### src/rtl/assert_macros.svh
// Assertion macros shared by the tape interpreter RTL.
// Each macro expects clk and arst_n to be visible where it is used.
`ifndef ASSERT_MACROS_SVH
`define ASSERT_MACROS_SVH

// Same-cycle implication, checked at every rising edge out of reset.
`define TLI_ASSERT(label, ante, cons) \
	label: assert property (@(posedge clk) disable iff (!arst_n) (ante) |-> (cons)) \
		else $error("tli assertion failed");

// Next-cycle implication.
`define TLI_ASSERT_NEXT(label, ante, cons) \
	label: assert property (@(posedge clk) disable iff (!arst_n) (ante) |=> (cons)) \
		else $error("tli assertion failed");

`endif

### src/rtl/tli_pkg.sv
// ----------------------------------------------------------------------------
// tli_pkg
// Shared codes and types for the tape language interpreter.
// ----------------------------------------------------------------------------
`default_nettype none

package tli_pkg;

	// Request codes
	localparam logic [1:0] REQ_LOAD  = 2'd0;
	localparam logic [1:0] REQ_START = 2'd1;
	localparam logic [1:0] REQ_TICK  = 2'd2;

	// Machine status codes
	localparam logic [2:0] ST_IDLE  = 3'd0;
	localparam logic [2:0] ST_RUN   = 3'd1;
	localparam logic [2:0] ST_DONE  = 3'd2;
	localparam logic [2:0] ST_UNBAL = 3'd3;
	localparam logic [2:0] ST_POVF  = 3'd4;
	localparam logic [2:0] ST_NOVF  = 3'd5;

	// Command characters
	localparam logic [7:0] CH_PLUS  = 8'h2B;
	localparam logic [7:0] CH_MINUS = 8'h2D;
	localparam logic [7:0] CH_DOT   = 8'h2E;
	localparam logic [7:0] CH_COMMA = 8'h2C;
	localparam logic [7:0] CH_LT    = 8'h3C;
	localparam logic [7:0] CH_GT    = 8'h3E;
	localparam logic [7:0] CH_LBR   = 8'h5B;
	localparam logic [7:0] CH_RBR   = 8'h5D;

	// Datapath operations issued by the controller
	typedef enum logic [3:0] {
		DP_NOP,
		DP_CAPTURE,
		DP_LOAD,
		DP_PAIR_OPEN,
		DP_PAIR_CLOSE,
		DP_START,
		DP_CLEAR,
		DP_TICK_END,
		DP_EXEC
	} tli_op_t;

	// Datapath flags seen by the controller
	typedef struct packed {
		logic [1:0] req;
		logic       load_err;
		logic       pair_pending;
		logic       running;
		logic       can_run;
		logic       clear_last;
	} tli_sts_t;

endpackage

`default_nettype wire

### src/rtl/tli_ctrl.sv
// ----------------------------------------------------------------------------
// tli_ctrl
// Request sequencer: issues datapath operations and the result strobe.
// ----------------------------------------------------------------------------
`default_nettype none
`include "assert_macros.svh"

module tli_ctrl import tli_pkg::*; (
	input  wire logic     clk,
	input  wire logic     arst_n,
	input  wire logic     start,
	output logic          busy,
	output logic          done,
	input  wire tli_sts_t sts,
	output tli_op_t       op
);

	typedef enum logic [2:0] {
		S_IDLE,
		S_DISPATCH,
		S_PAIR_OPEN,
		S_PAIR_CLOSE,
		S_CLEAR,
		S_EXEC
	} state_t;

	state_t state_q;
	logic   done_q;

	always_comb begin
		op = DP_NOP;
		unique case (state_q)
			S_IDLE: op = start ? DP_CAPTURE : DP_NOP;
			S_DISPATCH: begin
				unique case (sts.req)
					REQ_LOAD:  op = sts.load_err ? DP_NOP : DP_LOAD;
					REQ_START: op = sts.load_err ? DP_NOP : DP_START;
					REQ_TICK:  op = (sts.running && !sts.can_run) ? DP_TICK_END : DP_NOP;
					default:   op = DP_NOP;
				endcase
			end
			S_PAIR_OPEN:  op = DP_PAIR_OPEN;
			S_PAIR_CLOSE: op = DP_PAIR_CLOSE;
			S_CLEAR:      op = DP_CLEAR;
			S_EXEC:       op = DP_EXEC;
			default:      op = DP_NOP;
		endcase
	end

	always_ff @(posedge clk or negedge arst_n) begin
		if (!arst_n) begin
			state_q <= S_IDLE;
			done_q  <= 1'b0;
		end else begin
			done_q <= 1'b0;
			unique case (state_q)
				S_IDLE: begin
					if (start)
						state_q <= S_DISPATCH;
				end
				S_DISPATCH: begin
					unique case (sts.req)
						REQ_LOAD: begin
							if (!sts.load_err && sts.pair_pending) begin
								state_q <= S_PAIR_OPEN;
							end else begin
								state_q <= S_IDLE;
								done_q  <= 1'b1;
							end
						end
						REQ_START: begin
							if (sts.load_err) begin
								state_q <= S_IDLE;
								done_q  <= 1'b1;
							end else begin
								state_q <= S_CLEAR;
							end
						end
						REQ_TICK: begin
							if (sts.running && sts.can_run) begin
								state_q <= S_EXEC;
							end else begin
								state_q <= S_IDLE;
								done_q  <= 1'b1;
							end
						end
						default: begin
							state_q <= S_IDLE;
							done_q  <= 1'b1;
						end
					endcase
				end
				S_PAIR_OPEN: state_q <= S_PAIR_CLOSE;
				S_CLEAR: begin
					if (sts.clear_last) begin
						state_q <= S_IDLE;
						done_q  <= 1'b1;
					end
				end
				S_PAIR_CLOSE, S_EXEC: begin
					state_q <= S_IDLE;
					done_q  <= 1'b1;
				end
				default: state_q <= S_IDLE;
			endcase
		end
	end

	assign busy = (state_q != S_IDLE);
	assign done = done_q;

	`TLI_ASSERT_NEXT(a_done_single, done, !done)
	`TLI_ASSERT_NEXT(a_accept_busy, start && !busy, busy && !done)
	`TLI_ASSERT(a_done_idle, done, !busy)

endmodule

`default_nettype wire

### config.mk
export PLATFORM = sky130hd
export DESIGN_NAME = tli_ctrl
export DESIGN_NICKNAME = d
export VERILOG_FILES = /design/src/rtl/tli_pkg.sv /design/src/rtl/tli_ctrl.sv
export VERILOG_INCLUDE_DIRS = /design/src /design/src/rtl
export SDC_FILE = /design/constraint.sdc
export NUM_CORES = 1
export LEC_CHECK = 0
export BUFFER_PORTS_ARGS = -buffer_cell sky130_fd_sc_hd__buf_2
export CAP_MARGIN = 20
export CORE_AREA = 4 4 41 43
export CTS_BUF_LIST = sky130_fd_sc_hd__clkbuf_8 sky130_fd_sc_hd__clkbuf_16
export CTS_CLUSTER_DIAMETER = 80
export CTS_CLUSTER_SIZE = 30
export DETAILED_ROUTE_END_ITERATION = 6
export DIE_AREA = 0 0 45 47
export HOLD_SLACK_MARGIN = 0.12
export PLACE_DENSITY_LB_ADDON = 0.3
export SLEW_MARGIN = 30
export SYNTH_ARGS = -nofsm -noshare
export SYNTH_HDL_FRONTEND = slang
export SYNTH_SLANG_ARGS = --single-unit
### constraint.sdc
create_clock -name clk -period 1.4 [get_ports clk]
set_clock_uncertainty 0.05 [all_clocks]
set_input_delay 0 -clock clk [delete_from_list [all_inputs] [get_ports clk]]
set_output_delay 0 -clock clk [all_outputs]
set_load 0.005 [all_outputs]
; Word-level counts from Yosys, hierarchy flattened
; Cells that the tools add are included.
[totals]
n_memories = 0
register_bits = 4
output_inout_bits = 6
elab_cells = 40
input_bits = 10
ramBits = 0
latch_bits = 0
mem_bits_ro = 0
[op_classes]
shifts = 0
n_div = 0
n_lt_le_gt_ge = 0
eq_ne = 9
muxes = 19
n_reduce_logical = 10
n_bitwise = 0
n_mul = 0
n_addsub = 0
[ops]
columns = operator, count
row1 = one-hot mux 4 bit (6 select lines), 1
row2 = two-way mux 3 bit, 6
row3 = one-hot mux 3 bit (3 select lines), 2
row4 = one-hot mux 3 bit (4 select lines), 1
row5 = "equality test 3 x 2 -> 1 bit, second input constant", 2
row6 = "equality test 3 bit, second input constant", 2
row7 = one-hot mux 1 bit (3 select lines), 2
row8 = two-way mux 1 bit, 5
row9 = two-way mux 2 bit, 2
row10 = "inequality test 2 bit, second input constant", 2
row11 = "equality test 3 x 1 -> 1 bit, second input constant", 1
row12 = logical AND 1 bit, 3
row13 = logical NOT 3 bit, 1
row14 = nonzero test 3 bit, 1
row15 = "equality test 2 x 1 -> 1 bit, second input constant", 1
row16 = "equality test 2 bit, second input constant", 1
row17 = logical NOT 1 bit, 2
row18 = logical NOT 2 bit, 1
row19 = AND reduction 2 bit, 1
row20 = OR reduction 2 bit, 1

; Logic depth before layout (Yosys ltp)
; Gate-level depths: netlist of the first run.
[depth]
ltp_word = 5
mapped_depth = 4
depth_no_buf = 3

; Worst setup path after synthesis of the first run
; Ideal clock, no wire load.
[synth_timing]
path_kind = register to register
from = register state_q[1]
to = register state_q[1]
stages_incl_launch_ff = 5
required_ns = 1.273
setup_time_ns = 0.077
synth_period_minus_slack_ns = 1.000
path_buffers = 1
path_slack_ns = 0.400
t_arrival_ns = 0.872
cell_sequence = dfrtp_1 > buf_2 > nor2b_2 > nand4b_1 > a21oi_1
[synth_between]
elab_chain_len = 3
elab_cells_between_ends = 8
cone_classes = eq/ne: 5 / mux: 1 / reduce/logical: 2
[synth_lines]
columns = element, line_no
row1 = from (decl), tli_ctrl.sv:27  ; state_t state_q;
row2 = from (signal assigned), tli_ctrl.sv:52  ; state_q <= S_IDLE;
row3 = from (signal assigned), tli_ctrl.sv:59  ; state_q <= S_DISPATCH;
row4 = from (signal assigned), tli_ctrl.sv:65  ; state_q <= S_PAIR_OPEN;
row5 = equality test 3 bit or logical NOT 3 bit (tied branches), tli_ctrl.sv:56  ; unique case (state_q)
row6 = inequality test 2 bit (no line), --
row7 = AND reduction 2 bit (no line), --
; Several ways; a longest one is shown, not always the timed one.
; A chain may end at the register's enable or synchronous reset.

; Worst setup path in the final report of the first run
[layout_timing]
from = register state_q[1]
to = output port op[0]
[layout_between]
elab_chain_len = 2
elab_cells_between_ends = 7
cone_classes = eq/ne: 5 / mux: 1 / reduce/logical: 1
[layout_lines]
columns = element, line_no
row1 = equality test 3 bit (tied with other cells), tli_ctrl.sv:32  ; unique case (state_q)
row2 = one-hot mux 4 bit (6 select lines) (*), tli_ctrl.sv:32
row3 = to (decl), tli_ctrl.sv:15  ; output tli_op_t op
; Mark *: on every way between the ends. The rest lies on a longest branch, timed or not.

==> metrics, run 1 <==
Slew Viols, Final=0; Tcrit/Tclk final=between 90 and 100%; Seq cells post-synth=4; Worst VDD drop=slightly above 0.4 mV; post-layout min period=approximately 1300 ps; worst reg2reg startpoint=state_q[1]; critical path arrival=between 1000 and 1500 ps; Overflow after GRT=0; CP endpoint=op[0]; cell count after synthesis=40; synth unique cells=23; DIE AREA=about 2100 um2; Post-DP HPWL=about 650 um; IO buf count=15; Leakage=between 0.2 and 0.25 nW; total CTS buffers=3; critical path type=register to output port; min-delay worst type=input port to register; Placement Rows=13; nets=between 70 and 80; clk_lat worst skew=between 200 and 250 ps; r2r endpoint=state_q[1]; total stage count of the critical path=4; Post-CTS Setup Bufs=0; Seq pwr share=approximately 28%; die width=roughly 45 um; crit path launch type=register; Async SR Flop Fraction=between 90% and 100%; RSZ-0062 raised after global routing=no; CP max stage cell=dfrtp_2; vias=370; Total Neg Setup Slack=0 ps; final setup violation count=0; DRT Pass-1 Iters=4; CP endpoint kind=output port; ANT nets after route=0; worst-path maximum fanout=9; Largest stage delay, worst path=between 400 and 500 ps; initial antenna violation count=0; multi-input logic area=roughly 210 um2; Mapped Area=314.1 um2; Clock power frac=between 40% and 50%; status=complete, no violations; Synth Warn #=0; logic gate share of total power=~29%; top-count cell post-synth=nor2_1; WP data required=between 1000 and 1500 ps; clock root cell=clkbuf_8; Syn Nets=50; clock slew at reported path FFs=around 30 ps; Layout area overhead=67.73%; max-cap check violation count=0; DR iter-0 viols=1; register area share after synthesis=between 30% and 40%; Final Hold Viols=0; Switching Fraction=between 20 and 30%; CTS Buffer Depth=2; Psw=between 150 and 200 uW; largest net degree at the start of global routing=15; Power Dens Cells=1057 nW/um2; DRC viols=0; reg2reg path depth=3; # diodes=0; synth top area cells=dfrtp_1 32%, a21oi_1 6.4%, nor2_1 6.0%, nand2_1 4.8%, a31oi_1 4.0%; vias in the first global route=397; Fin Hold WS=about 180 ps; Slew headroom=84.25%; # clock sinks=4; core area=1301 um2; worst path bufs/invs=1; filler cell count=about 150; Ports=16; register area=102.6 um2; vias per cell=between 4 and 5; share of layout cells above drive strength 1=between 30 and 40%; H-Tree Depth=1; share of the synthesized area in the top cell type=a little under a third; Commonest cells post-synth=5 x nor2_1, 4 x a21oi_1, 4 x dfrtp_1, 4 x nand2_1; worst slew pin tran=around 240 ps; total track usage=between 10% and 20%; Total Wirelength=between 800 and 900 um; Post-Syn Area per Cell=7.851 um2; final instance area=about 530 um2; drt wl/cell=approximately 11 um; Die Height=47 um; Int Pwr=approximately 410 uW; first-pass GRT wire length=~1.5 mm; launch point of the worst path=state_q[1]; R2R setup slack=about 360 ps; Post-synth EDFFs=0; Primary FF master, synth=dfrtp_1; Fmax=a little under 800 MHz; CTS tree=built; dpl cell area=around 400 um2; area leader, netlist=dfrtp_1; CP top delay family=flip-flops; Starting Density=about a quarter; crit-path cells=nor2b_4 -> nand2b_1 -> o22ai_1 -> buf_2; GPL Wtd Cong=slightly below 0.8
==> layer usage <==
metal  vias up  global-route usage (%)  share of wire, %
li1        194                       -                 -
met1       165                   11.29                43
met2        11                   17.23                53
met3         0                  0.3831               4.2
met4         0                   10.53                 0
met5         -                       0                 0
==> cells by family after synthesis <==
kind of cell / Yosys count / share of synthesized area (%)
xor+xnor: 1 / 2.789
simple gates: 17 / 31.88
compound gates: 14 / 27.89
flops: 4 / 31.87
buf+inv: 4 / 5.579
==> power groups by stage <==
stage	Sequential [mW]	Clock (mW)	Combinational (mW)
after floorplan	0.143	0	0.0928
after global placement	0.156	0	0.142
after detailed placement	0.157	0	0.139
after CTS	0.155	0.244	0.156
after global routing	0.162	0.250	0.184
final	0.158	0.237	0.162
==> repair_timing <==
action                     CTS  global route
setup endpoints to repair    0             3
resized for setup            0             6
hold endpoints to repair     7             0
hold buffers                 7             0
==> how the worst min path moves through the flow <==
stage	cells after the start	end	start
after global placement	1	done	arst_n
after global routing	4	state_q[2]	sts[6]
final	4	state_q[2]	sts[6]
after CTS	4	state_q[2]	sts[6]
after floorplan	0	done	arst_n
after detailed placement	1	done	arst_n
==> flip-flops by register name (all words and copies together) (netlist names) <==
signal and flops:
done 1, state_q 3
==> cells in the final DEF (no fill, tap or decap) <==
cell type       Yosys  final
a211oi_1            1      1
a21oi_1             4      4
a311oi_2            0      1
a31oi_1             2      2
and2_1              1      1
and4b_1             1      1
buf_2               2     14
clkbuf_8            0      3
dfrtp_1             4      2
dfrtp_2             0      2
dlygate4sd3_1       0      6
dlymetal6s4s_1      0      1
inv_1               2      2
nand2_1             4      4
nand2b_1            1      1
nand3b_1            1      1
nand4b_1            1      1
nor2_1              5      5
nor2b_4             0      1
nor3b_4             0      1
o21ai_0             1      1
o21ai_1             1      1
o22ai_1             2      2
o31a_1              1      1
o31ai_1             1      1
or3_1               1      1
xnor2_1             1      1
==> tightest hold or removal path, stage by stage <==
cell	delay, ps
buf_2	160
nor3b_4	70
nor2_1	100
o21ai_1	60
==> per-stage QoR <==
step / util [%] / std cells / setup slack (ps) / total power, mW
global placement: 30.58 / 68 / 291.5 / 0.2973
finish: 40.48 / 77 / 127.4 / 0.5565
global route: 40.48 / 77 / 49.64 / 0.5963
detailed placement: 30.58 / 68 / 296.7 / 0.2960
floorplan: - / 40 / 400.5 / 0.2360
CTS: 39.13 / 78 / 14.12 / 0.5559
==> area by class of cell <==
cell class	count	share of cell area (%)
multi-input combinational	32	40.62
timing repair buffer	21	27.08
sequential	4	19.48
clock buffer	3	7.838
tap	15	3.563
inverter	2	1.425
No activity file was read; power rests on OpenSTA's default activity.
==> run 2, diff against run 1 <==
--- a/config.mk
+++ b/config.mk
@@ -8,12 +8,12 @@
 export LEC_CHECK = 0
 export BUFFER_PORTS_ARGS = -buffer_cell sky130_fd_sc_hd__buf_2
 export CAP_MARGIN = 20
-export CORE_AREA = 4 4 41 43
-export CTS_BUF_LIST = sky130_fd_sc_hd__clkbuf_8 sky130_fd_sc_hd__clkbuf_16
+export CORE_AREA = 2 2 39 41
+export CTS_BUF_LIST = sky130_fd_sc_hd__clkbuf_2 sky130_fd_sc_hd__clkbuf_4 sky130_fd_sc_hd__clkbuf_8
 export CTS_CLUSTER_DIAMETER = 80
 export CTS_CLUSTER_SIZE = 30
 export DETAILED_ROUTE_END_ITERATION = 6
-export DIE_AREA = 0 0 45 47
+export DIE_AREA = 0 0 41 43
 export HOLD_SLACK_MARGIN = 0.12
 export PLACE_DENSITY_LB_ADDON = 0.3
 export SLEW_MARGIN = 30
==> metrics, run 2 (synthesized netlist as in run 1, its figures left out) <==
largest net degree at the start of global routing=15 (unchanged); nets=76 (was 74); Post-CTS Setup Bufs=0 (unchanged); initial antenna violation count=0 (unchanged); Worst VDD drop=0.4465 mV (was 0.4051 mV); Starting Density=22.69% (was 24.13%); Tcrit/Tclk final=90.95% (was 90.90%); Util after Layout=36.80% (was 40.48%); CTS tree=built (unchanged); worst slew pin tran=241.1 ps (was 236.0 ps); vias per cell=4.775 (was 4.805); Fmax=785.4 MHz (was 785.8 MHz); Die Height=43 um (was 47 um); # clock sinks=4 (unchanged); Total Neg Setup Slack=0 ps (unchanged); first-pass GRT wire length=1.290 mm (was 1.545 mm); crit path launch type=register (unchanged); max-cap check violation count=0 (unchanged); Power Dens Cells=893.2 nW/um2 (was 1057 nW/um2); total CTS buffers=3 (unchanged); final setup violation count=0 (unchanged); H-Tree Depth=1 (unchanged); worst-path maximum fanout=9 (unchanged); Placement Rows=14 (was 13); CP top delay family=flip-flops (unchanged); filler cell count=147 (unchanged); Largest stage delay, worst path=470 ps (about the same); vias in the first global route=335 (was 397); critical path arrival=1220 ps (about the same); # diodes=0 (unchanged); R2R setup slack=360 ps (about the same); share of layout cells above drive strength 1=34.38% (was 35.48%); DR iter-0 viols=8 (was 1); clock root cell=clkbuf_4 (was clkbuf_8); CP endpoint kind=output port (unchanged); Slew Viols, Final=0 (unchanged); IO buf count=15 (unchanged); DRC viols=0 (unchanged); Total Wirelength=845 um (was 877 um); Slew headroom=83.82% (was 84.25%); DRT Pass-1 Iters=4 (unchanged); pre-CTS setup slack=308.4 ps (was 296.7 ps); drt wl/cell=10.56 um (was 11.39 um); vias=382 (was 370); critical path type=register to output port (unchanged); core area=1384 um2 (was 1301 um2); total track usage=11.08% (was 10.24%); GPL Wtd Cong=0.6744 (was 0.7885); most common cell after layout, fill and taps aside=buf_2 (unchanged); post-layout min period=1273 ps (about the same); clock slew at reported path FFs=30 ps (about the same); CP max stage cell=dfrtp_2 (unchanged); ANT nets after route=0 (unchanged); crit-path cells=nor2b_4 -> nand2_1 -> o22ai_1 -> buf_2 (was nor2b_4 -> nand2b_1 -> o22ai_1 -> buf_2); most frequent cells in the layout=15 x buf_2, 8 x dlygate4sd3_1, 5 x nor2_1, 4 x nand2_1, 4 x a21oi_1 (was 14 x buf_2, 6 x dlygate4sd3_1, 5 x nor2_1, 4 x nand2_1, 4 x a21oi_1); largest reg by FF count=state_q (unchanged); Largest register FFs=3 (unchanged); Leakage=0.2332 nW (was 0.2439 nW); DIE AREA=1763 um2 (was 2115 um2); status=complete, no violations (unchanged); WP data required=1350 ps (about the same); CTS Buffer Depth=2 (unchanged); Layout area overhead=62.15% (was 67.73%); Overflow after GRT=0 (unchanged); setup ws final=126.8 ps (was 127.4 ps); worst path bufs/invs=1 (unchanged); clk_lat worst skew=230 ps (was 210 ps); die width=41 um (was 45 um); min-delay worst type=input port to register (unchanged); RSZ-0062 raised after global routing=no (unchanged); Final Hold Viols=0 (unchanged); Ports=16 (unchanged)
==> run 2: path summary, 6_finish.rpt <==
path,start,endpoint,depth (start not counted)
max,state_q[1],op[1],4
min,sts[6],state_q[1],4
max reg2reg,state_q[1],state_q[1],3
min reg2reg,state_q[2],state_q[0],1
max in group asynchronous,arst_n,state_q[1],3
min in group asynchronous,arst_n,state_q[0],3
==> run 2: layout make-up <==
type | instances | area (um2) | area share, %
Timing Repair Buffer | 23 | 155.1 | 30.47
Inverter | 2 | 7.507 | 1.474
Clock buffer | 3 | 22.52 | 4.423
Tap cell | 16 | 20.02 | 3.931
Multi-Input combinational cell | 32 | 201.4 | 39.56
Sequential cell | 4 | 102.6 | 20.15
==> run 2: metrics by stage <==
step	power, mW	instances	instance area (um2)	hold WS, ps
global placement	0.2969	69	399.1	-241.5
detailed placement	0.2934	69	399.1	-240.9
CTS	0.4554	80	501.7	143.3
finish	0.4549	80	509.2	157.9
global route	0.5031	80	509.2	168.4
floorplan	0.2360	40	314.1	-345.6
==> run 2: tightest hold or removal path, cell delays in order <==
cell and delay [ps]:
buf_2 130, nor2_1 90, nand4b_1 100, a21oi_1 60
==> run 2: metal layers <==
| metal | global-route usage (%) | wire length (um) | up-vias |
|---|---|---|---|
| met1 | 12.01 | 373 | 170 |
| met5 | 0 | 0 | - |
| met4 | 2.000 | 0 | 0 |
| met2 | 17.19 | 393 | 16 |
| met3 | 7.853 | 78 | 0 |
| li1 | - | - | 196 |
==> run 2: repair_timing <==
| item | CTS | global route |
|---|---|---|
| hold buffers | 8 | 0 |
| endpoints found under the hold margin | 7 | 0 |
| resized for setup | 0 | 3 |
| endpoints found under the setup margin | 0 | 2 |
==> run 2: power by group <==
part | internal [mW] | leakage [nW] | total (mW) | switching [mW]
Clock | 0.0956 | 0.0138 | 0.139 | 0.0435
Sequential | 0.133 | 0.0495 | 0.157 | 0.0241
Combinational | 0.0888 | 0.170 | 0.159 | 0.0701
Total | 0.317 | 0.233 | 0.455 | 0.138
==> run 3, diff against run 2 <==
==> constraint.sdc (replaced) <==
create_clock -name clk -period 1 [get_ports clk]
set_clock_uncertainty 0.05 [all_clocks]
set_input_delay 0 -clock clk [delete_from_list [all_inputs] [get_ports clk]]
set_output_delay 0 -clock clk [all_outputs]
set_load 0.005 [all_outputs]
==> metrics, run 3 (synthesized netlist as in run 1, its figures left out) <==
critical path type=register to output port (unchanged); RSZ-0062 raised after global routing=yes (was no); vias=417 (was 382); Slew headroom=81.12% (was 83.82%); pre-CTS setup slack=-110.4 ps (was 308.4 ps); CP endpoint kind=output port (unchanged); max-cap check violation count=0 (unchanged); initial antenna violation count=0 (unchanged); Post-DP HPWL=between 600 and 700 um; Psw=235.6 uW (was 137.7 uW); filler cell count=151 (was 147); Layout area overhead=90.84% (was 62.15%); largest net degree at the start of global routing=8 (was 15); Switching Fraction=31.15% (was 30.27%); Fmax=between 700 and 800 MHz; min-delay worst type=input port to register (unchanged); Final Power=756.3 uW (was 454.9 uW); ANT nets after route=0 (unchanged); IO buf count=15 (unchanged); worst-path maximum fanout=5 (was 9); clock root cell=clkbuf_4 (unchanged); critical path arrival=1230 ps (was 1220 ps); clock slew at reported path FFs=40 ps (was 30 ps); Overflow after GRT=0 (unchanged); most frequent cells in the layout=16 x buf_2, 5 x dlygate4sd3_1, 5 x buf_6, 4 x nor2_1, 4 x buf_4 (was 15 x buf_2, 8 x dlygate4sd3_1, 5 x nor2_1, 4 x nand2_1, 4 x a21oi_1); failing checks=negative setup slack; WP data required=950 ps (was 1350 ps); Leakage=0.2797 nW (was 0.2332 nW); core area=1384 um2 (unchanged); H-Tree Depth=1 (unchanged); Placement Rows=14 (unchanged); fin cells=87 (was 80); CTS Buffer Depth=2 (unchanged); Worst VDD drop=0.6460 mV (was 0.4465 mV); Ports=16 (unchanged); most common cell after layout, fill and taps aside=buf_2 (unchanged); DRC viols=0 (unchanged); Power Dens Cells=1262 nW/um2 (was 893.2 nW/um2); GPL Wtd Cong=0.6734 (was 0.6744); final instance area=599.3 um2 (was 509.2 um2); CTS tree=built (unchanged); post-layout min period=1277 ps; first-pass GRT wire length=1.573 mm (was 1.290 mm); Die Height=43 um (unchanged); vias per cell=4.793 (was 4.775); crit path launch type=register (unchanged); Seq pwr share=29.1% (was 34.5%); worst slew pin tran=281.3 ps (was 241.1 ps); Total Wirelength=1.027 mm (was 845 um); Slew Viols, Final=0 (unchanged); total CTS buffers=3 (unchanged); share of layout cells above drive strength 1=54.93% (was 34.38%); DIE AREA=1763 um2 (unchanged); Post-CTS Hold Buffers=5 (was 8); Int Pwr=520.7 uW (was 317.2 uW); Total Neg Setup Slack=-1588 ps (was 0 ps); largest reg by FF count=state_q (unchanged); setup ws final=-276.5 ps (was 126.8 ps); clk_lat worst skew=230 ps (about the same); nets=83 (was 76); drt wl/cell=11.80 um (was 10.56 um); Tcrit/Tclk final=127.7%; status=complete, but fails checks (was complete, no violations); logic gate share of total power=45.1% (was 34.9%); dpl cell area=421.7 um2 (was 399.1 um2); # clock sinks=4 (unchanged); vias in the first global route=389 (was 335); DRT Pass-1 Iters=2 (was 4); DR iter-0 viols=4 (was 8); total track usage=13.18% (was 11.08%); Clock power frac=25.7% (was 30.6%); DP Cell Count=72 (was 69); R2R setup slack=-160 ps (was 360 ps); die width=41 um (unchanged); Starting Density=22.69% (unchanged); final setup violation count=9 (was 0); Final Hold Viols=0 (unchanged); # diodes=0 (unchanged); Largest register FFs=3 (unchanged)
==> run 3: worst max-delay path, stage by stage (launching register included) <==
cell and delay [ps]:
dfrtp_2 440, nor2b_4 150, buf_4 140, and2_1 150, buf_2 120
==> run 3: metal layers <==
layer / part of all wire [%] / global-route usage [%] / vias to the layer above
met5: 0 / 0 / -
met4: 0 / 4.000 / 0
met3: 5.7 / 3.141 / 0
met2: 49 / 20.94 / 11
met1: 45 / 16.83 / 190
li1: - / - / 216
==> run 3: path summary, 6_finish.rpt <==
kind                             from    endpoint  cells after the start
min in group asynchronous      arst_n  state_q[2]                      3
min                             start  state_q[0]                      3
max                        state_q[0]       op[3]                      4
max in group asynchronous      arst_n  state_q[1]                      3
max reg2reg                state_q[1]        done                      3
min reg2reg                state_q[0]  state_q[1]                      3
==> run 3: cell type report <==
| class | count | area [um2] | share of cell area (%) |
|---|---|---|---|
| Inverter | 2 | 7.507 | 1.253 |
| Timing Repair Buffer | 30 | 216.5 | 36.12 |
| Tap cell | 16 | 20.02 | 3.340 |
| Multi-Input combinational cell | 32 | 229.0 | 38.20 |
| Clock buffer | 3 | 22.52 | 3.758 |
| Sequential cell | 4 | 103.9 | 17.33 |
==> run 3: metrics by stage <==
step / hold slack (ps) / utilization [%]
after floorplan: -345.6 / -
after global placement: -241.5 / 30.47
after detailed placement: -241.3 / 30.47
after CTS: 85.14 / 41.77
after global routing: 116.6 / 43.31
final: 98.26 / 43.31
==> run 3: power by group through the flow <==
stage	logic, mW	clock network (mW)	registers (mW)
after floorplan	0.130	0	0.200
after global placement	0.219	0	0.216
after detailed placement	0.217	0	0.217
after CTS	0.317	0.203	0.211
after global routing	0.375	0.211	0.224
final	0.341	0.195	0.220
==> run 3: what timing repair did <==
action	CTS	global route
hold endpoints to repair	7	1
pin swaps	5	3
resized for setup	12	7
buffers inserted	8	1
endpoints found under the setup margin	9	9
